==> config.mk <==
export PLATFORM = sky130hd
export DESIGN_NAME = source_text_tokenizer_unit
export DESIGN_NICKNAME = d
export VERILOG_FILES = /design/src/stt_pkg.sv /design/src/stt_cmd_fifo.sv /design/src/stt_front.sv /design/src/stt_back.sv /design/src/source_text_tokenizer_unit.sv
export SDC_FILE = /design/constraint.sdc
export NUM_CORES = 1
export LEC_CHECK = 0
export ABC_AREA = 1
export BUFFER_PORTS_ARGS = -buffer_cell sky130_fd_sc_hd__buf_2
export CAP_MARGIN = 10
export CORE_UTILIZATION = 49
export CTS_CLUSTER_SIZE = 14
export DETAILED_ROUTE_END_ITERATION = 12
export SETUP_SLACK_MARGIN = 0.3
export SLEW_MARGIN = 20
export SYNTH_ARGS = -nofsm -noshare
export SYNTH_HDL_FRONTEND = slang
export SYNTH_HIERARCHICAL = 1
export SYNTH_SLANG_ARGS = --single-unit
==> constraint.sdc <==
create_clock -name clk -period 8.75 [get_ports clk]
set_input_delay 1.75 -clock clk [delete_from_list [all_inputs] [get_ports clk]]
set_output_delay 1.75 -clock clk [all_outputs]
set_load 0.005 [all_outputs]
==> src/stt_pkg.sv <==
// shared types and constants of the source text tokenizer
package stt_pkg;

  // defaults for the top level parameters
  localparam int MAX_VALUE_LEN_DEF = 32;
  localparam int POSITION_BITS_DEF = 24;

  // fixed field widths
  localparam int BYTE_W     = 8;
  localparam int KIND_W     = 4;
  localparam int POS_W      = 24;
  localparam int LEN_W      = 6;
  localparam int IDX_OUT_W  = 5;
  localparam int OUT_DATA_W = 48;

  // command queue depth between front and back
  localparam int FIFO_DEPTH = 4;

  // token kinds
  localparam logic [KIND_W-1:0] KIND_SYMBOL  = 4'd0;
  localparam logic [KIND_W-1:0] KIND_STRING  = 4'd1;
  localparam logic [KIND_W-1:0] KIND_CHAR    = 4'd2;
  localparam logic [KIND_W-1:0] KIND_NUMBER  = 4'd3;
  localparam logic [KIND_W-1:0] KIND_LPAREN  = 4'd4;
  localparam logic [KIND_W-1:0] KIND_RPAREN  = 4'd5;
  localparam logic [KIND_W-1:0] KIND_LBRACK  = 4'd6;
  localparam logic [KIND_W-1:0] KIND_RBRACK  = 4'd7;
  localparam logic [KIND_W-1:0] KIND_LBRACE  = 4'd8;
  localparam logic [KIND_W-1:0] KIND_RBRACE  = 4'd9;
  localparam logic [KIND_W-1:0] KIND_UNKNOWN = 4'd10;

  // token produced by the front, carried out by the back
  typedef struct packed {
    logic                  is_value;
    logic [KIND_W-1:0]     kind;
    logic [POS_W-1:0]      pos;
    logic [BYTE_W-1:0]     vbyte;
    logic [LEN_W-1:0]      count;
    logic                  bank;
    logic                  trunc;
    logic                  last;
  } stt_cmd_t;

  // value store write port
  typedef struct packed {
    logic                  en;
    logic                  bank;
    logic [LEN_W-1:0]      addr;
    logic [BYTE_W-1:0]     data;
  } stt_wr_t;

endpackage

==> src/stt_cmd_fifo.sv <==
// short token command queue between the front and the back
module stt_cmd_fifo (
  input  logic              clk,
  input  logic              rst_n,
  input  logic              push,
  input  stt_pkg::stt_cmd_t push_cmd,
  output logic              full,
  input  logic              pop,
  output stt_pkg::stt_cmd_t pop_cmd,
  output logic              empty
);
  import stt_pkg::*;

  localparam int PTR_W = $clog2(FIFO_DEPTH);
  localparam int CNT_W = $clog2(FIFO_DEPTH + 1);

  stt_cmd_t         slot_r [FIFO_DEPTH];
  logic [PTR_W-1:0] wptr_r, wptr_nxt;
  logic [PTR_W-1:0] rptr_r, rptr_nxt;
  logic [CNT_W-1:0] cnt_r, cnt_nxt;
  logic             do_push, do_pop;

  assign full    = (cnt_r == CNT_W'(FIFO_DEPTH));
  assign empty   = (cnt_r == '0);
  assign do_push = push && !full;
  assign do_pop  = pop && !empty;
  assign pop_cmd = slot_r[rptr_r];

  // pointer and fill count update
  always_comb begin
    wptr_nxt = wptr_r;
    rptr_nxt = rptr_r;
    cnt_nxt  = cnt_r;
    if (do_push) begin
      wptr_nxt = (wptr_r == PTR_W'(FIFO_DEPTH - 1)) ? '0 : wptr_r + PTR_W'(1);
    end
    if (do_pop) begin
      rptr_nxt = (rptr_r == PTR_W'(FIFO_DEPTH - 1)) ? '0 : rptr_r + PTR_W'(1);
    end
    if (do_push && !do_pop) begin
      cnt_nxt = cnt_r + CNT_W'(1);
    end else if (do_pop && !do_push) begin
      cnt_nxt = cnt_r - CNT_W'(1);
    end
  end

  always_ff @(posedge clk) begin
    if (!rst_n) begin
      wptr_r <= '0;
      rptr_r <= '0;
      cnt_r  <= '0;
    end else begin
      wptr_r <= wptr_nxt;
      rptr_r <= rptr_nxt;
      cnt_r  <= cnt_nxt;
    end
  end

  // slot storage
  always_ff @(posedge clk) begin
    if (do_push) begin
      slot_r[wptr_r] <= push_cmd;
    end
  end

endmodule

==> src/stt_front.sv <==
// lexer front: accepts text bytes, tracks mode, fills the value store, queues tokens
module stt_front #(
  parameter int MAX_VALUE_LEN = stt_pkg::MAX_VALUE_LEN_DEF,
  parameter int POSITION_BITS = stt_pkg::POSITION_BITS_DEF
) (
  input  logic                       clk,
  input  logic                       rst_n,
  input  logic                       in_valid,
  output logic                       in_ready,
  input  logic [stt_pkg::BYTE_W-1:0] in_byte,
  input  logic                       in_sot,
  output logic                       push,
  output stt_pkg::stt_cmd_t          push_cmd,
  input  logic                       fifo_full,
  input  logic                       value_done,
  output stt_pkg::stt_wr_t           wr
);
  import stt_pkg::*;

  typedef enum logic [4:0] {
    MODE_IDLE   = 5'b00001,
    MODE_STRING = 5'b00010,
    MODE_CHAR   = 5'b00100,
    MODE_NUMBER = 5'b01000,
    MODE_SYMBOL = 5'b10000
  } lex_mode_t;

  localparam logic [LEN_W-1:0]         MAX_LEN = LEN_W'(MAX_VALUE_LEN);
  localparam logic [POSITION_BITS-1:0] POS_MAX = '1;

  localparam logic [BYTE_W-1:0] CH_DQUOTE = 8'h22;
  localparam logic [BYTE_W-1:0] CH_SQUOTE = 8'h27;
  localparam logic [BYTE_W-1:0] CH_LPAREN = 8'h28;
  localparam logic [BYTE_W-1:0] CH_RPAREN = 8'h29;
  localparam logic [BYTE_W-1:0] CH_LBRACK = 8'h5B;
  localparam logic [BYTE_W-1:0] CH_RBRACK = 8'h5D;
  localparam logic [BYTE_W-1:0] CH_LBRACE = 8'h7B;
  localparam logic [BYTE_W-1:0] CH_RBRACE = 8'h7D;

  function automatic logic is_digit(input logic [BYTE_W-1:0] c);
    return (c >= 8'h30) && (c <= 8'h39);
  endfunction

  function automatic logic is_alpha(input logic [BYTE_W-1:0] c);
    return ((c >= 8'h61) && (c <= 8'h7A)) || ((c >= 8'h41) && (c <= 8'h5A));
  endfunction

  function automatic logic is_space(input logic [BYTE_W-1:0] c);
    return (c == 8'h20) || ((c >= 8'h09) && (c <= 8'h0D));
  endfunction

  lex_mode_t              mode_r, mode_nxt, mode_e;
  logic [LEN_W-1:0]       cnt_r, cnt_nxt, cnt_e, cnt_b;
  logic                   ovf_r, ovf_nxt, ovf_e, ovf_b;
  logic                   bank_r, bank_nxt;
  logic [POSITION_BITS-1:0] pos_r, pos_nxt, pos_e;
  logic                   busy_r, busy_nxt;
  logic                   pend_r, pend_nxt;
  stt_cmd_t               pend_cmd_r, pend_cmd_nxt;
  logic [POS_W-1:0]       pos24;
  logic                   acc;
  logic                   emit_val, idle_pass, single, do_begin, do_append;
  logic [KIND_W-1:0]      val_kind, single_kind;
  stt_cmd_t               val_cmd, sgl_cmd;

  assign in_ready = !pend_r && !busy_r && !fifo_full;
  assign acc      = in_valid && in_ready;

  // start of text restarts the lexer before this byte
  assign mode_e = in_sot ? MODE_IDLE : mode_r;
  assign cnt_e  = in_sot ? '0 : cnt_r;
  assign ovf_e  = in_sot ? 1'b0 : ovf_r;
  assign pos_e  = in_sot ? '0 : pos_r;

  // reported position saturates at the field width
  if (POSITION_BITS > POS_W) begin : g_pos_sat
    assign pos24 = (|pos_e[POSITION_BITS-1:POS_W]) ? {POS_W{1'b1}} : pos_e[POS_W-1:0];
  end else begin : g_pos_ext
    assign pos24 = POS_W'(pos_e);
  end

  // byte classification against the current mode
  always_comb begin
    mode_nxt    = mode_e;
    emit_val    = 1'b0;
    val_kind    = KIND_SYMBOL;
    idle_pass   = 1'b0;
    single      = 1'b0;
    single_kind = KIND_UNKNOWN;
    do_begin    = 1'b0;
    do_append   = 1'b0;
    case (mode_e)
      MODE_STRING: begin
        if (in_byte == CH_DQUOTE) begin
          emit_val = 1'b1;
          val_kind = KIND_STRING;
          mode_nxt = MODE_IDLE;
        end else begin
          do_append = 1'b1;
        end
      end
      MODE_CHAR: begin
        if (in_byte == CH_SQUOTE) begin
          emit_val = 1'b1;
          val_kind = KIND_CHAR;
          mode_nxt = MODE_IDLE;
        end else begin
          do_append = 1'b1;
        end
      end
      MODE_NUMBER: begin
        if (is_digit(in_byte)) begin
          do_append = 1'b1;
        end else begin
          emit_val  = 1'b1;
          val_kind  = KIND_NUMBER;
          mode_nxt  = MODE_IDLE;
          idle_pass = 1'b1;
        end
      end
      MODE_SYMBOL: begin
        if (is_alpha(in_byte) || is_digit(in_byte)) begin
          do_append = 1'b1;
        end else begin
          emit_val  = 1'b1;
          val_kind  = KIND_SYMBOL;
          mode_nxt  = MODE_IDLE;
          idle_pass = 1'b1;
        end
      end
      default: begin
        mode_nxt  = MODE_IDLE;
        idle_pass = 1'b1;
      end
    endcase
    // the byte handled as if idle
    if (idle_pass) begin
      if (is_alpha(in_byte)) begin
        mode_nxt  = MODE_SYMBOL;
        do_begin  = 1'b1;
        do_append = 1'b1;
      end else if (is_digit(in_byte)) begin
        mode_nxt  = MODE_NUMBER;
        do_begin  = 1'b1;
        do_append = 1'b1;
      end else if (is_space(in_byte)) begin
        mode_nxt = MODE_IDLE;
      end else if (in_byte == CH_DQUOTE) begin
        mode_nxt = MODE_STRING;
        do_begin = 1'b1;
      end else if (in_byte == CH_SQUOTE) begin
        mode_nxt = MODE_CHAR;
        do_begin = 1'b1;
      end else begin
        single = 1'b1;
        case (in_byte)
          CH_LPAREN: single_kind = KIND_LPAREN;
          CH_RPAREN: single_kind = KIND_RPAREN;
          CH_LBRACK: single_kind = KIND_LBRACK;
          CH_RBRACK: single_kind = KIND_RBRACK;
          CH_LBRACE: single_kind = KIND_LBRACE;
          CH_RBRACE: single_kind = KIND_RBRACE;
          default:   single_kind = KIND_UNKNOWN;
        endcase
      end
    end
  end

  // value buffer update; a new value goes to the other bank
  always_comb begin
    cnt_b    = do_begin ? '0 : cnt_e;
    ovf_b    = do_begin ? 1'b0 : ovf_e;
    bank_nxt = do_begin ? ~bank_r : bank_r;
    cnt_nxt  = cnt_b;
    ovf_nxt  = ovf_b;
    wr.en    = 1'b0;
    wr.bank  = bank_nxt;
    wr.addr  = cnt_b;
    wr.data  = in_byte;
    if (do_append) begin
      if (cnt_b < MAX_LEN) begin
        wr.en   = acc;
        cnt_nxt = cnt_b + LEN_W'(1);
      end else begin
        ovf_nxt = 1'b1;
      end
    end
    pos_nxt = (pos_e == POS_MAX) ? pos_e : pos_e + POSITION_BITS'(1);
  end

  // token commands
  always_comb begin
    val_cmd.is_value = 1'b1;
    val_cmd.kind     = val_kind;
    val_cmd.pos      = pos24;
    val_cmd.vbyte    = '0;
    val_cmd.count    = cnt_e;
    val_cmd.bank     = bank_r;
    val_cmd.trunc    = ovf_e;
    val_cmd.last     = !single;
    sgl_cmd.is_value = 1'b0;
    sgl_cmd.kind     = single_kind;
    sgl_cmd.pos      = pos24;
    sgl_cmd.vbyte    = in_byte;
    sgl_cmd.count    = LEN_W'(1);
    sgl_cmd.bank     = 1'b0;
    sgl_cmd.trunc    = 1'b0;
    sgl_cmd.last     = 1'b1;
  end

  // queue write; a second token of the same byte is held and pushed once the queue has room
  always_comb begin
    push         = 1'b0;
    push_cmd     = sgl_cmd;
    pend_nxt     = pend_r;
    pend_cmd_nxt = pend_cmd_r;
    busy_nxt     = busy_r;
    if (pend_r) begin
      push     = !fifo_full;
      push_cmd = pend_cmd_r;
      if (!fifo_full) begin
        pend_nxt = 1'b0;
      end
    end else if (acc) begin
      push     = emit_val || single;
      push_cmd = emit_val ? val_cmd : sgl_cmd;
      if (emit_val && single) begin
        pend_nxt     = 1'b1;
        pend_cmd_nxt = sgl_cmd;
      end
    end
    // value drain in progress holds off the input
    if (acc && emit_val) begin
      busy_nxt = 1'b1;
    end else if (value_done) begin
      busy_nxt = 1'b0;
    end
  end

  always_ff @(posedge clk) begin
    if (!rst_n) begin
      mode_r <= MODE_IDLE;
      cnt_r  <= '0;
      ovf_r  <= 1'b0;
      bank_r <= 1'b0;
      pos_r  <= '0;
      busy_r <= 1'b0;
      pend_r <= 1'b0;
    end else begin
      if (acc) begin
        mode_r <= mode_nxt;
        cnt_r  <= cnt_nxt;
        ovf_r  <= ovf_nxt;
        bank_r <= bank_nxt;
        pos_r  <= pos_nxt;
      end
      busy_r <= busy_nxt;
      pend_r <= pend_nxt;
    end
  end

  always_ff @(posedge clk) begin
    pend_cmd_r <= pend_cmd_nxt;
  end

`ifndef SYNTH
  // stored length never passes the buffer size
  a_cnt_bound: assert property (@(posedge clk) disable iff (!rst_n)
    cnt_r <= MAX_LEN)
    else $error("value count beyond buffer size");

  // dropped bytes only happen with a full buffer
  a_ovf_full: assert property (@(posedge clk) disable iff (!rst_n)
    ovf_r |-> (cnt_r == MAX_LEN))
    else $error("overflow flag with buffer not full");

  // a held second token comes only from a byte taken the cycle before
  a_pend_src: assert property (@(posedge clk) disable iff (!rst_n)
    (pend_r && !$past(pend_r)) |-> $past(in_valid && in_ready))
    else $error("pending token without an accepted byte");
`endif

endmodule

==> src/stt_back.sv <==
// token back end: value store, byte-by-byte drain and output register
module stt_back #(
  parameter int MAX_VALUE_LEN = stt_pkg::MAX_VALUE_LEN_DEF
) (
  input  logic                           clk,
  input  logic                           rst_n,
  input  logic                           fifo_empty,
  input  stt_pkg::stt_cmd_t              fifo_cmd,
  output logic                           fifo_pop,
  input  stt_pkg::stt_wr_t               wr,
  output logic                           value_done,
  output logic                           out_valid,
  input  logic                           out_ready,
  output logic [stt_pkg::OUT_DATA_W-1:0] out_data,
  output logic [stt_pkg::KIND_W-1:0]     out_kind,
  output logic                           out_last
);
  import stt_pkg::*;

  localparam int IDX_W = (MAX_VALUE_LEN > 1) ? $clog2(MAX_VALUE_LEN) : 1;

  typedef enum logic [2:0] {
    BK_IDLE = 3'b001,
    BK_READ = 3'b010,
    BK_SHOW = 3'b100
  } back_state_t;

  logic [BYTE_W-1:0]    value_mem [2][MAX_VALUE_LEN];
  logic [BYTE_W-1:0]    rd_data_r;
  back_state_t          state_r, state_nxt;
  stt_cmd_t             cur_r, cur_nxt;
  logic [LEN_W-1:0]     idx_r, idx_nxt, idx_inc, rd_idx;
  logic                 rd_en, rd_bank;
  logic                 out_valid_r, out_valid_nxt, load_cmd, load_mem;
  logic [KIND_W-1:0]    o_kind_r, o_kind_nxt;
  logic [POS_W-1:0]     o_pos_r, o_pos_nxt;
  logic [BYTE_W-1:0]    o_vb_r, o_vb_nxt;
  logic                 o_bv_r, o_bv_nxt;
  logic [IDX_OUT_W-1:0] o_idx_r, o_idx_nxt;
  logic [LEN_W-1:0]     o_len_r, o_len_nxt;
  logic                 o_trunc_r, o_trunc_nxt;
  logic                 o_lot_r, o_lot_nxt;
  logic                 o_last_r, o_last_nxt;

  assign idx_inc = idx_r + LEN_W'(1);

  // drain sequencer
  always_comb begin
    state_nxt     = state_r;
    cur_nxt       = cur_r;
    idx_nxt       = idx_r;
    fifo_pop      = 1'b0;
    rd_en         = 1'b0;
    rd_bank       = cur_r.bank;
    rd_idx        = idx_inc;
    value_done    = 1'b0;
    out_valid_nxt = out_valid_r;
    load_cmd      = 1'b0;
    load_mem      = 1'b0;
    case (state_r)
      BK_IDLE: begin
        if (!fifo_empty) begin
          fifo_pop = 1'b1;
          cur_nxt  = fifo_cmd;
          idx_nxt  = '0;
          if (fifo_cmd.is_value && (fifo_cmd.count != '0)) begin
            rd_en     = 1'b1;
            rd_bank   = fifo_cmd.bank;
            rd_idx    = '0;
            state_nxt = BK_READ;
          end else begin
            load_cmd      = 1'b1;
            out_valid_nxt = 1'b1;
            state_nxt     = BK_SHOW;
          end
        end
      end
      BK_READ: begin
        load_mem      = 1'b1;
        out_valid_nxt = 1'b1;
        state_nxt     = BK_SHOW;
      end
      BK_SHOW: begin
        if (out_ready) begin
          out_valid_nxt = 1'b0;
          if (cur_r.is_value && (idx_inc < cur_r.count)) begin
            idx_nxt   = idx_inc;
            rd_en     = 1'b1;
            state_nxt = BK_READ;
          end else begin
            value_done = cur_r.is_value;
            state_nxt  = BK_IDLE;
          end
        end
      end
      default: begin
        out_valid_nxt = 1'b0;
        state_nxt     = BK_IDLE;
      end
    endcase
  end

  // output register contents
  always_comb begin
    o_kind_nxt  = o_kind_r;
    o_pos_nxt   = o_pos_r;
    o_vb_nxt    = o_vb_r;
    o_bv_nxt    = o_bv_r;
    o_idx_nxt   = o_idx_r;
    o_len_nxt   = o_len_r;
    o_trunc_nxt = o_trunc_r;
    o_lot_nxt   = o_lot_r;
    o_last_nxt  = o_last_r;
    if (load_cmd) begin
      // bracket, unknown byte or empty value
      o_kind_nxt  = fifo_cmd.kind;
      o_pos_nxt   = fifo_cmd.pos;
      o_vb_nxt    = fifo_cmd.is_value ? '0 : fifo_cmd.vbyte;
      o_bv_nxt    = !fifo_cmd.is_value;
      o_idx_nxt   = '0;
      o_len_nxt   = fifo_cmd.is_value ? '0 : fifo_cmd.count;
      o_trunc_nxt = fifo_cmd.trunc;
      o_lot_nxt   = 1'b1;
      o_last_nxt  = fifo_cmd.last;
    end else if (load_mem) begin
      // one stored value byte
      o_kind_nxt  = cur_r.kind;
      o_pos_nxt   = cur_r.pos;
      o_vb_nxt    = rd_data_r;
      o_bv_nxt    = 1'b1;
      o_idx_nxt   = idx_r[IDX_OUT_W-1:0];
      o_len_nxt   = cur_r.count;
      o_trunc_nxt = cur_r.trunc;
      o_lot_nxt   = (idx_inc == cur_r.count);
      o_last_nxt  = cur_r.last && (idx_inc == cur_r.count);
    end
  end

  always_ff @(posedge clk) begin
    if (!rst_n) begin
      state_r     <= BK_IDLE;
      out_valid_r <= 1'b0;
    end else begin
      state_r     <= state_nxt;
      out_valid_r <= out_valid_nxt;
    end
  end

  always_ff @(posedge clk) begin
    cur_r     <= cur_nxt;
    idx_r     <= idx_nxt;
    o_kind_r  <= o_kind_nxt;
    o_pos_r   <= o_pos_nxt;
    o_vb_r    <= o_vb_nxt;
    o_bv_r    <= o_bv_nxt;
    o_idx_r   <= o_idx_nxt;
    o_len_r   <= o_len_nxt;
    o_trunc_r <= o_trunc_nxt;
    o_lot_r   <= o_lot_nxt;
    o_last_r  <= o_last_nxt;
  end

  // two-bank value store, registered read
  always_ff @(posedge clk) begin
    if (wr.en) begin
      value_mem[wr.bank][wr.addr[IDX_W-1:0]] <= wr.data;
    end
    if (rd_en) begin
      rd_data_r <= value_mem[rd_bank][rd_idx[IDX_W-1:0]];
    end
  end

  assign out_valid = out_valid_r;
  assign out_kind  = o_kind_r;
  assign out_last  = o_last_r;
  assign out_data  = {2'b00, o_lot_r, o_trunc_r, o_len_r, o_idx_r, o_bv_r, o_vb_r, o_pos_r};

endmodule

==> src/source_text_tokenizer_unit.sv <==
// top level of the source text tokenizer
// Source text enters one byte per item and leaves as token items, one per stored
// value byte (or one item for an empty value, a bracket or an unknown byte). A byte
// that extends a token, opens one or is whitespace does not itself hold the input.
// A byte that completes a string, char, number or symbol token holds the input
// until that token has left: the token enters the queue, the back end picks it up
// and then, for each value byte, reads the value store and loads the output
// register, and waits whenever the output stalls. A bracket or unknown byte token
// needs no value store read in the back end; a short queue lets the front keep
// taking bytes meanwhile. There is no clearing pass after reset.
module source_text_tokenizer_unit #(
  parameter int MAX_VALUE_LEN = stt_pkg::MAX_VALUE_LEN_DEF,
  parameter int POSITION_BITS = stt_pkg::POSITION_BITS_DEF
) (
  input  logic                           clk,
  input  logic                           rst_n,
  input  logic                           in_tvalid,
  output logic                           in_tready,
  // text_byte
  input  logic [stt_pkg::BYTE_W-1:0]     in_tdata,
  // start_of_text
  input  logic                           in_tuser,
  output logic                           out_tvalid,
  input  logic                           out_tready,
  // token_position, value_byte, byte_valid, byte_index, value_length,
  // truncated, last_of_token, zero pad
  output logic [stt_pkg::OUT_DATA_W-1:0] out_tdata,
  // token_kind
  output logic [stt_pkg::KIND_W-1:0]     out_tuser,
  output logic                           out_tlast
);
  import stt_pkg::*;

  stt_cmd_t push_cmd, pop_cmd;
  stt_wr_t  wr;
  logic     push, pop, fifo_full, fifo_empty, value_done;

  // front: classification and value capture
  stt_front #(
    .MAX_VALUE_LEN (MAX_VALUE_LEN),
    .POSITION_BITS (POSITION_BITS)
  ) u_front (
    .clk        (clk),
    .rst_n      (rst_n),
    .in_valid   (in_tvalid),
    .in_ready   (in_tready),
    .in_byte    (in_tdata),
    .in_sot     (in_tuser),
    .push       (push),
    .push_cmd   (push_cmd),
    .fifo_full  (fifo_full),
    .value_done (value_done),
    .wr         (wr)
  );

  // token queue
  stt_cmd_fifo u_fifo (
    .clk      (clk),
    .rst_n    (rst_n),
    .push     (push),
    .push_cmd (push_cmd),
    .full     (fifo_full),
    .pop      (pop),
    .pop_cmd  (pop_cmd),
    .empty    (fifo_empty)
  );

  // back: value drain and output
  stt_back #(
    .MAX_VALUE_LEN (MAX_VALUE_LEN)
  ) u_back (
    .clk        (clk),
    .rst_n      (rst_n),
    .fifo_empty (fifo_empty),
    .fifo_cmd   (pop_cmd),
    .fifo_pop   (pop),
    .wr         (wr),
    .value_done (value_done),
    .out_valid  (out_tvalid),
    .out_ready  (out_tready),
    .out_data   (out_tdata),
    .out_kind   (out_tuser),
    .out_last   (out_tlast)
  );

endmodule

### After elaboration in Yosys (flattened, before gate mapping)

Memory sizes are Yosys's and may differ from the RTL's. A register that Yosys moved wholly into a read port is not among the register bits.
Cells that the tools add are included.

| storage, ports and cells | value |
|---|---|
| register bits | 189 |
| RAM bits | 696 |
| output and inout bits | 55 |
| memories kept | 2 |

| operators by class | value |
|---|---|
| add/sub/neg operators | 7 |
| order comparisons | 13 |
| equal/unequal tests | 25 |
| multiplexer cells | 135 |
| bitwise logic cells | 5 |
| reductions and logical operators | 41 |

Memory list:

| memory | depth | bits a word | rd ports | clocked after memory_dff | write ports | line | source |
|---|---|---|---|---|---|---|---|
| u_back.value_mem | 2 | 256 | 1 | 0 | 1 | stt_back.sv:28 | `logic [BYTE_W-1:0] value_mem [2][MAX_VALUE_LEN];` |
| u_fifo.slot_r | 4 | 46 | 1 | 1 | 1 | stt_cmd_fifo.sv:17 | `stt_cmd_t slot_r [FIFO_DEPTH];` |

Operators with widths:

| operator | count |
|---|---|
| 256-bit 2-to-1 mux | 1 |
| 46-bit 2-to-1 mux | 3 |
| 24-bit 2-to-1 mux | 4 |
| 5-bit 2-to-1 mux | 14 |
| 1-bit 2-to-1 mux | 65 |
| 6-bit 2-to-1 mux | 10 |
| 8-bit 2-to-1 mux | 6 |
| 8-bit binary-select mux with 5-bit select | 1 |
| 8-bit demux with 5-bit select | 1 |
| 8-bit by 6-bit equality test with 1-bit output, second input constant | 5 |
| 8-bit by 7-bit equality test with 1-bit output, second input constant | 4 |
| 4-bit 2-to-1 mux | 8 |
| 24-bit by 1-bit adder with 24-bit output, second input constant | 1 |
| 24-bit equality test, second input constant | 1 |
| 4-bit one-hot mux with 6 select lines | 1 |
| 5-bit one-hot mux with 4 select lines | 1 |
| 1-bit logical AND | 17 |
| 8-bit by 7-bit >= comparator with 1-bit output, second input constant | 2 |
| 8-bit by 7-bit <= comparator with 1-bit output, second input constant | 2 |
| 3-bit 2-to-1 mux | 5 |
| 2-bit 2-to-1 mux | 7 |
| 6-bit by 1-bit adder with 6-bit output, second input constant | 2 |
| 6-bit >= comparator, second input constant | 2 |
| 5-bit inverter with 6-bit output | 2 |
| 37 further kinds | 61 |

### Logic depth before layout (Yosys ltp)

Gate-level depths: netlist of the first run.

| logic depth | value |
|---|---|
| depth after elaboration | 15 |
| mapped depth | 24 |
| depth with buffers taken out | 24 |

### Hierarchy

Netlist of the first run, hierarchy kept.

Modules (own cells, without submodules):

| module | instances | cells each | area each (µm²) | seq. area each (µm²) |
|---|---|---|---|---|
| stt_back | 1 | 2,601 | 27,044.7 | 18,487.7 |
| stt_cmd_fifo | 1 | 517 | 7,320.8 | 5,705.5 |
| stt_front | 1 | 656 | 4,520.6 | 1,861.8 |

### Least setup slack after synthesis of the first run

No wires, ideal clock.

| path | value |
|---|---|
| kind | input port to flip-flop |
| start point | input port in_tuser |
| end point | memory u_fifo/slot_r[0][0] (netlist name), enable pin |
| library setup time | 450 ps |
| arrival | 4,994 ps |
| setup slack | 3,306 ps |
| cell stages on the path | 14 |
| path through | inv_2 -> buf_6 -> nand3_1 -> nor2_1 -> nand2_1 -> nand3_4 -> nand2_1 -> inv_1 -> nand2_1 -> inv_1 -> o21ai_0 -> o21ai_0 -> nand2_1 -> nor2_1 |

| between the ends | value |
|---|---|
| longest elaborated chain between the ends | 11 |
| elaborated cells on any way between the ends | 15 |
| classes of those cells | eq/ne (4); mux (8); reduce/logical (3) |

Ends and longest elaborated chain:

| what | line | source |
|---|---|---|
| start, declared | source_text_tokenizer_unit.sv:22 | `input logic in_tuser,` |
| 5-bit 2-to-1 mux * | stt_front.sv:70 | `assign mode_e = in_sot ? MODE_IDLE : mode_r;` |
| 5-bit by 2-bit equality test with 1-bit output / 5-bit by 3-bit equality test with 1-bit output (equally long branches) | stt_front.sv:92 | `case (mode_e)` |
| 2-bit OR reduction (no source line) | n/a |  |
| 1-bit one-hot mux with 3 select lines | stt_front.sv:92 |  |
| 1-bit 2-to-1 mux | stt_front.sv:137 | `if (idle_pass) begin` |
| 1-bit logical OR * | stt_front.sv:225 | `push = emit_val \|\| single;` |
| 1-bit 2-to-1 mux * | stt_front.sv:224 | `end else if (acc) begin` |
| 1-bit 2-to-1 mux * | stt_front.sv:218 | `if (pend_r) begin` |
| named net push | source_text_tokenizer_unit.sv:36 | `logic push, pop, fifo_full, fifo_empty, value_done;` |
| 1-bit logical AND * | stt_cmd_fifo.sv:25 | `assign do_push = push && !full;` |
| 1-bit 2-to-1 mux * | stt_cmd_fifo.sv:61 | `if (do_push) begin` |
| 1-bit 2-to-1 mux (implied by the code) * | stt_cmd_fifo.sv:62 | `slot_r[wptr_r] <= push_cmd;` |
| end, declared | stt_cmd_fifo.sv:17 |  |

Mark *: on every way through the listed nets, which the timed path passes. The rest lies on a longest branch.

==> impl_results.md, run 1 <==
- FILL cells: 6785
- Placer Congestion: 0.868
- Relative slew slack: 0.194
- Tmin final: 5.92 ns
- Largest net degree at the start of global routing: between 100 and 150
- Drt via density: around 5.3
- Lkg Pwr: approximately 17 nW
- CTS sink cnt: 887
- Post CTS Setup Buffer Count: 0
- Fin Setup TNS: 0 ns
- Critical-path maximum fanout: 67
- Post-synthesis sequential area ratio: 0.670
- Ports: 68
- CP Capture Type: flip-flop
- Chip width: 284 um
- Rows: slightly above 100
- Slew Limit Fails: 0
- Final Skew: 0.0231 ns
- Vias in the first global route: about 24000
- CTS Buf Count: 90
- IO buf count: 65
- Worst skew pair latency: between 0.6 and 0.7 ns
- Number of max-cap violations: 0
- Cell area after layout: 0.0427 sq mm
- CP Class: input pin to flip-flop
- Detail Route Antenna Nets: 0
- Ys async rst share: 0
- Placed cell areas: 0.0398 sq mm
- Flops & latches, synth: 887
- Initial Util: 0.499
- RSZ-0062 raised after global routing: false
- Post-CTS sizing: 0
- CTS H-tree depth: 3
- Worst Path Buf+Inv: 5
- Fin. Hold Viols: 0
- VDD IR max: 0.296 mV
- Worst path top cell family by delay: simple AND/OR/NAND/NOR gates
- Post-layout util: 0.548
- Post-CTS Hold Buffers: 0
- FMAX: 169 MHz
- Warnings from Yosys: 6
- CTS root buf: clkbuf_16
- Min Hold Slack: 0.467 ns
- Wire length per cell: 19.8 um
- Post-route setup slack: 2.83 ns
- Slowest cell on crit path: nor3_1
- Post-route DRC: 0
- Worst slew pin tran: 1.20 ns
- Via count: 25900
- Layout cell share with drive strength beyond 1: 0.0777
- Reg clk slew, reported paths: 0.06 ns
- Final WL: 96700 um
- Setup violations, final: 0
- CP arrival: 6.16 ns
- Die H: 284 um
- Fin nets: between 3000 and 4000
- Synth unique cells: 40
- First-pass GRT wire length: 148000 um
- Global route overflow: 0
- Initial antenna violation count: 2
- Top_reg_cell synth: edfxtp_1
- Setup WS pre-CTS: 2.09 ns
- Layout area overhead: 9.90%
- Post-synth EDFFs: 829
- Die area: 0.0805 sq mm
- Worst hold path class: flip-flop to flip-flop
- Core box area: 0.0780 sq mm
- Worst setup SP type: input pin
- CP Cell Sequence: buf_2, buf_4, nor2_1, nand3_1, nand3_1, nand3_1, nand3_4, nand2_4, inv_1, nor2_1, inv_1, nor3_1, inv_1, nor3_1
- Crit path required time: 8.99 ns
- Pwr dens: between 300 and 400 mW/mm^2
- Status: finished clean
- Cell Area, Synth: 0.0389 sq mm
- Iter 0 DRT Violations: roughly 2600
- CTS tree: done
- Final period utilization: 0.677
- DRT Pass-1 Iters: 6
- Post-DP HPWL: 57400 um
- Slowest stage delay, CP: 0.93 ns
- Clk buf depth: 3
- All-Layer GR Usage: 0.240
- Syn Inst Count: 3774
- Avg Synthesized Cell Area: slightly above 10 sq um
[layout make-up]
type,count,area [sq um],area share
Sequential cell,887,26100,0.610
Multi-Input combinational cell,2089,9660,0.226
Clock buffer,119,2380,0.0557
Inverter,612,2300,0.0538
Tap cell,1040,1300,0.0304
Timing Repair Buffer,103,656,0.0153
Clock inverter,38,374,0.00875
Antenna cell,1,2.50,0.0000586
[logic make-up after synthesis]
logic type | after synthesis | share of synthesized area
buffers and inverters | 799 | 0.0866
xor gates and xnor gates | 14 | 0.00315
DFF | 887 | 0.670
AOI/OAI and AO/OA | 275 | 0.0376
other | 1 | 0.0000964
adders and majority gates | 16 | 0.00534
and+or+nand+nor | 1782 | 0.197
[synthesized netlist by cell type, types with 35 or more instances]
cell	count	area, sq um
nor3_1	66	330
nor2_1	237	890
edfxtp_1	829	24900
inv_1	597	2240
o22ai_1	53	332
o21ai_1	35	175
nand2_1	905	3400
nand3_1	523	2620
buf_4	35	263
clkbuf_1	56	210
a21oi_1	43	215
dfxtp_1	58	1160
o21ai_0	134	671
buf_2	70	350
[cell usage in the layout (no fill, tap or decap), types with 3 or more instances in the layout]
cell type,netlist,final
o22ai_1,53,53
nand3b_1,3,3
nor3_1,66,43
o211ai_1,4,4
nand2_4,5,4
buf_4,35,35
a21oi_1,43,43
or2_2,6,6
nand4_1,10,10
nor4_1,5,5
clkinv_1,2,13
xor2_1,14,13
nand3_1,523,523
nor2_4,2,6
inv_6,0,4
dfxtp_1,58,56
o21ai_1,35,36
edfxtp_1,829,829
inv_2,13,12
nor3_2,1,24
clkbuf_1,56,28
bufinv_16,0,6
nand3_2,4,4
buf_2,70,65
nor2_1,237,232
clkbuf_16,0,91
nand2_2,4,6
inv_1,597,597
nor2_2,5,6
nand2_1,905,902
clkinv_2,0,14
ha_1,15,15
o21ai_0,134,133
a31oi_1,4,4
[per-layer routing]
layer,global-route usage,vias to the layer above,wire length (um)
met5,0,-,0
met4,0.0628,0,1850
met1,0.360,12400,44200
met2,0.361,856,43400
met3,0.0427,119,7180
li1,-,12500,-
[worst register-to-register path, cell delays in order (launching register included)]
cell     delay (ns)
dfxtp_2        0.31
buf_4          0.72
inv_2          0.56
o21ai_0        0.38
o22ai_1        0.19
nor2_1         0.16
nand3_2        0.18
nand3_4        0.19
nand2_4        0.20
nand2_8        0.71
buf_12         0.46
nand2_1        0.18
nand3_1        0.09
nand3_1        0.12
nand3_1        0.15
nand3_1        0.28
nand3_1        0.16
nand2_1        0.13
[registers in the layout, indices dropped and copies added, names as in the netlist, 2 cells and up, named ones only]
name / count
u_back/cur_r: 38
u_back/idx_r: 6
u_back/o_idx_r: 5
u_back/o_len_r: 6
u_back/o_pos_r: 24
u_back/o_vb_r: 8
u_back/out_kind: 4
u_back/rd_data_r: 8
u_back/state_r: 3
u_back/value_mem: 512
u_fifo/cnt_r: 3
u_fifo/rptr_r: 2
u_fifo/slot_r: 184
u_fifo/wptr_r: 2
u_front/cnt_r: 6
u_front/mode_r: 5
u_front/pend_cmd_r: 36
u_front/pos_r: 24
[power breakdown]
| part | total [mW] | switching [mW] | internal [mW] | leakage [nW] |
|---|---|---|---|---|
| Sequential | 5.39 | 0.135 | 5.26 | 7.95 |
| Combinational | 6.25 | 4.61 | 1.64 | 7.63 |
| Clock | 3.67 | 1.57 | 2.09 | 1.35 |
| Total | 15.3 | 6.32 | 8.99 | 16.9 |
[through the flow]
stage	power, mW	std cells
2_1_floorplan	9.75	3775
3_3_place_gp	11.6	4730
3_5_place_dp	11.7	4730
4_1_cts	15.3	4887
5_1_grt	16.2	4888
6_report	15.3	4889
[worst paths after layout]
kind	start	end	slack, ns	cells past startpoint
min	u_front/pos_r[22]$_SDFFE_PN0P_	u_front/pos_r[22]$_SDFFE_PN0P_	0.47	2
max	in_tdata[3]	u_back/value_mem[0][140]$_DFFE_PP_	2.83	14
max reg2reg	flip-flop	u_back/rd_data_r[1]$_DFFE_PP_	3.32	17
min reg2reg	u_front/pos_r[22]$_SDFFE_PN0P_	u_front/pos_r[22]$_SDFFE_PN0P_	0.47	2
Power figures use the tool's default switching activity.
==> run 2: changes to the inputs <==
Clock period 8.75 ns to 5.8 ns, I/O delays scaled along.
==> run 2 against run 1 <==
Compared with the run above: first-iteration DRC count increased by 8.9%; power increased by 53%; combinational power increased by 52%; cell area increased by 1.4%; setup slack got worse by 1.6 ns; clock skew increased by 0.0073 ns; sequential cell count unchanged; routed wire length increased by 0.90%; critical path type is now flip-flop to flip-flop; largest power group unchanged.
==> impl_results.md, run 2 (synthesis results as in run 1) <==
- Detail Route Antenna Nets: 0 (unchanged)
- IO buf count: 65 (unchanged)
- Worst R2R Setup Slack: 1.22 ns (was 3.32 ns)
- Dpl cells: 4783 (was 4730)
- Final period utilization: 0.790
- Min Hold Slack: 0.466 ns (was 0.467 ns)
- Reg clk slew, reported paths: 0.06 ns (about the same)
- Post CTS Setup Buffer Count: 0 (unchanged)
- Post-route setup slack: 1.22 ns (was 2.83 ns)
- Final WL: 97600 um (was 96700 um)
- CTS H-tree depth: 3 (unchanged)
- Iter 0 DRT Violations: 2800 (was 2570)
- CTS sink cnt: 887 (unchanged)
- CTS Buf Count: 92 (was 90)
- Layout area overhead: 11.4% (was 9.90%)
- Initial antenna violation count: 1 (was 2)
- Largest net degree at the start of global routing: 129 (was 142)
- Fin nets: 3866 (was 3812)
- Die H: 284 um (unchanged)
- Number of max-cap violations: 0 (unchanged)
- CTS tree: done (unchanged)
- Global route overflow: 0 (unchanged)
- CP Capture Type: flip-flop (unchanged)
- Setup WS pre-CTS: 0.940 ns (was 2.09 ns)
- Placer Congestion: 0.877 (was 0.868)
- CTS root buf: clkbuf_16 (unchanged)
- Relative slew slack: 0.244 (was 0.194)
- Worst slew pin tran: 1.12 ns (was 1.20 ns)
- Most common cell after layout, fill and taps aside: nand2_1 (unchanged)
- Ports: 68 (unchanged)
- Initial Util: 0.499 (unchanged)
- Drt via density: 5.32 (was 5.30)
- Post-CTS Hold Buffers: 0 (unchanged)
- RSZ-0062 raised after global routing: false (unchanged)
- Final Skew: 0.0304 ns (was 0.0231 ns)
- Crit path required time: 6.21 ns (was 8.99 ns)
- VDD IR max: 0.654 mV (was 0.296 mV)
- Post-layout util: 0.556 (was 0.548)
- Lkg Pwr: 17.3 nW (was 16.9 nW)
- Chip width: 284 um (unchanged)
- Largest register FFs: 512 (unchanged)
- Vias in the first global route: 24500 (was 24400)
- Commonest cells after routing, fill and taps aside: nand2_1 (902), edfxtp_1 (829), inv_1 (597) (unchanged)
- Post-DP HPWL: 58300 um (was 57400 um)
- Wire length per cell: 19.7 um (was 19.8 um)
- Status: finished clean (unchanged)
- Die area: 0.0805 sq mm (unchanged)
- Worst hold path class: flip-flop to flip-flop (unchanged)
- CP arrival: 4.99 ns (was 6.16 ns)
- Post-CTS sizing: 0 (unchanged)
- Cell Count, Final, Fillers Out: 4956 (was 4889)
- WHS Path Cells: 2 (unchanged)
- Slew Limit Fails: 0 (unchanged)
- DRT Pass-1 Iters: 6 (unchanged)
- Via count: 26400 (was 25900)
- Core box area: 0.0780 sq mm (unchanged)
- Pwr dens: 542 mW/mm^2 (was 358 mW/mm^2)
- Worst-case reg-to-reg path depth: 15 (was 17)
- Layout cell share with drive strength beyond 1: 0.0868 (was 0.0777)
- Post-route DRC: 0 (unchanged)
- All-Layer GR Usage: 0.240 (about the same)
- Critical-path maximum fanout: 110 (was 67)
- FMAX: roughly 220 MHz
- Tmin final: roughly 4.6 ns
- Fin. Hold Viols: 0 (unchanged)
- Worst skew pair latency: 0.67 ns (was 0.64 ns)
- CP Class: flip-flop to flip-flop (was input pin to flip-flop)
- Worst setup SP type: flip-flop (was input pin)
- Rows: 102 (unchanged)
- Clk buf depth: 3 (unchanged)
- Setup violations, final: 0 (unchanged)
- Fin Setup TNS: 0 ns (unchanged)
- First-pass GRT wire length: 147000 um (was 148000 um)
==> run 2: power by group <==
group	switching, mW	internal (mW)	total [mW]	leakage (nW)
Combinational	6.90	2.58	9.48	7.91
Clock	2.49	3.33	5.82	1.44
Sequential	0.241	7.93	8.17	7.95
==> run 2: worst max-delay path: stages, from the launching register on <==
cell     delay (ns)
dfxtp_2        0.64
buf_4          0.52
o21ai_0        0.16
o22ai_1        0.41
nor2_1         0.12
nand3_2        0.17
nand4_4        0.34
nand2_8        0.68
buf_12         0.32
nand2_1        0.08
nand3_1        0.07
nand3_1        0.15
nand3_1        0.21
nand3_1        0.14
nand3_1        0.12
nand2_1        0.06
==> run 2: path summary, 6_finish.rpt <==
path	endpoint	from
setup / recovery	u_back/rd_data_r[7]$_DFFE_PP_	flip-flop
hold / removal	u_back/o_lot_r$_SDFFE_PP1P_	u_back/o_lot_r$_SDFFE_PP1P_
setup reg to reg	u_back/rd_data_r[7]$_DFFE_PP_	flip-flop
hold reg to reg	u_back/o_lot_r$_SDFFE_PP1P_	u_back/o_lot_r$_SDFFE_PP1P_
==> run 2: through the flow <==
stage	total power, mW	cell area (sq um)
6_report	23.5	43300
2_1_floorplan	14.7	38900
3_5_place_dp	17.7	40300
3_3_place_gp	17.6	40300
4_1_cts	23.5	43300
5_1_grt	24.8	43300
==> run 2: layout make-up <==
class	instances	area, sq um
clock inverter	54	579
sequential	887	26100
tap	1040	1300
clock buffer	118	2410
inverter	612	2300
antenna	1	2.50
timing repair buffer	155	1110
fill	6691	34700
multi-input combinational	2089	9550
==> run 2: routing by layer <==
metal,track usage,part of all wire
met1,0.357,0.45
met2,0.368,0.45
met3,0.0367,0.073
met4,0.0658,0.020
met5,0,0
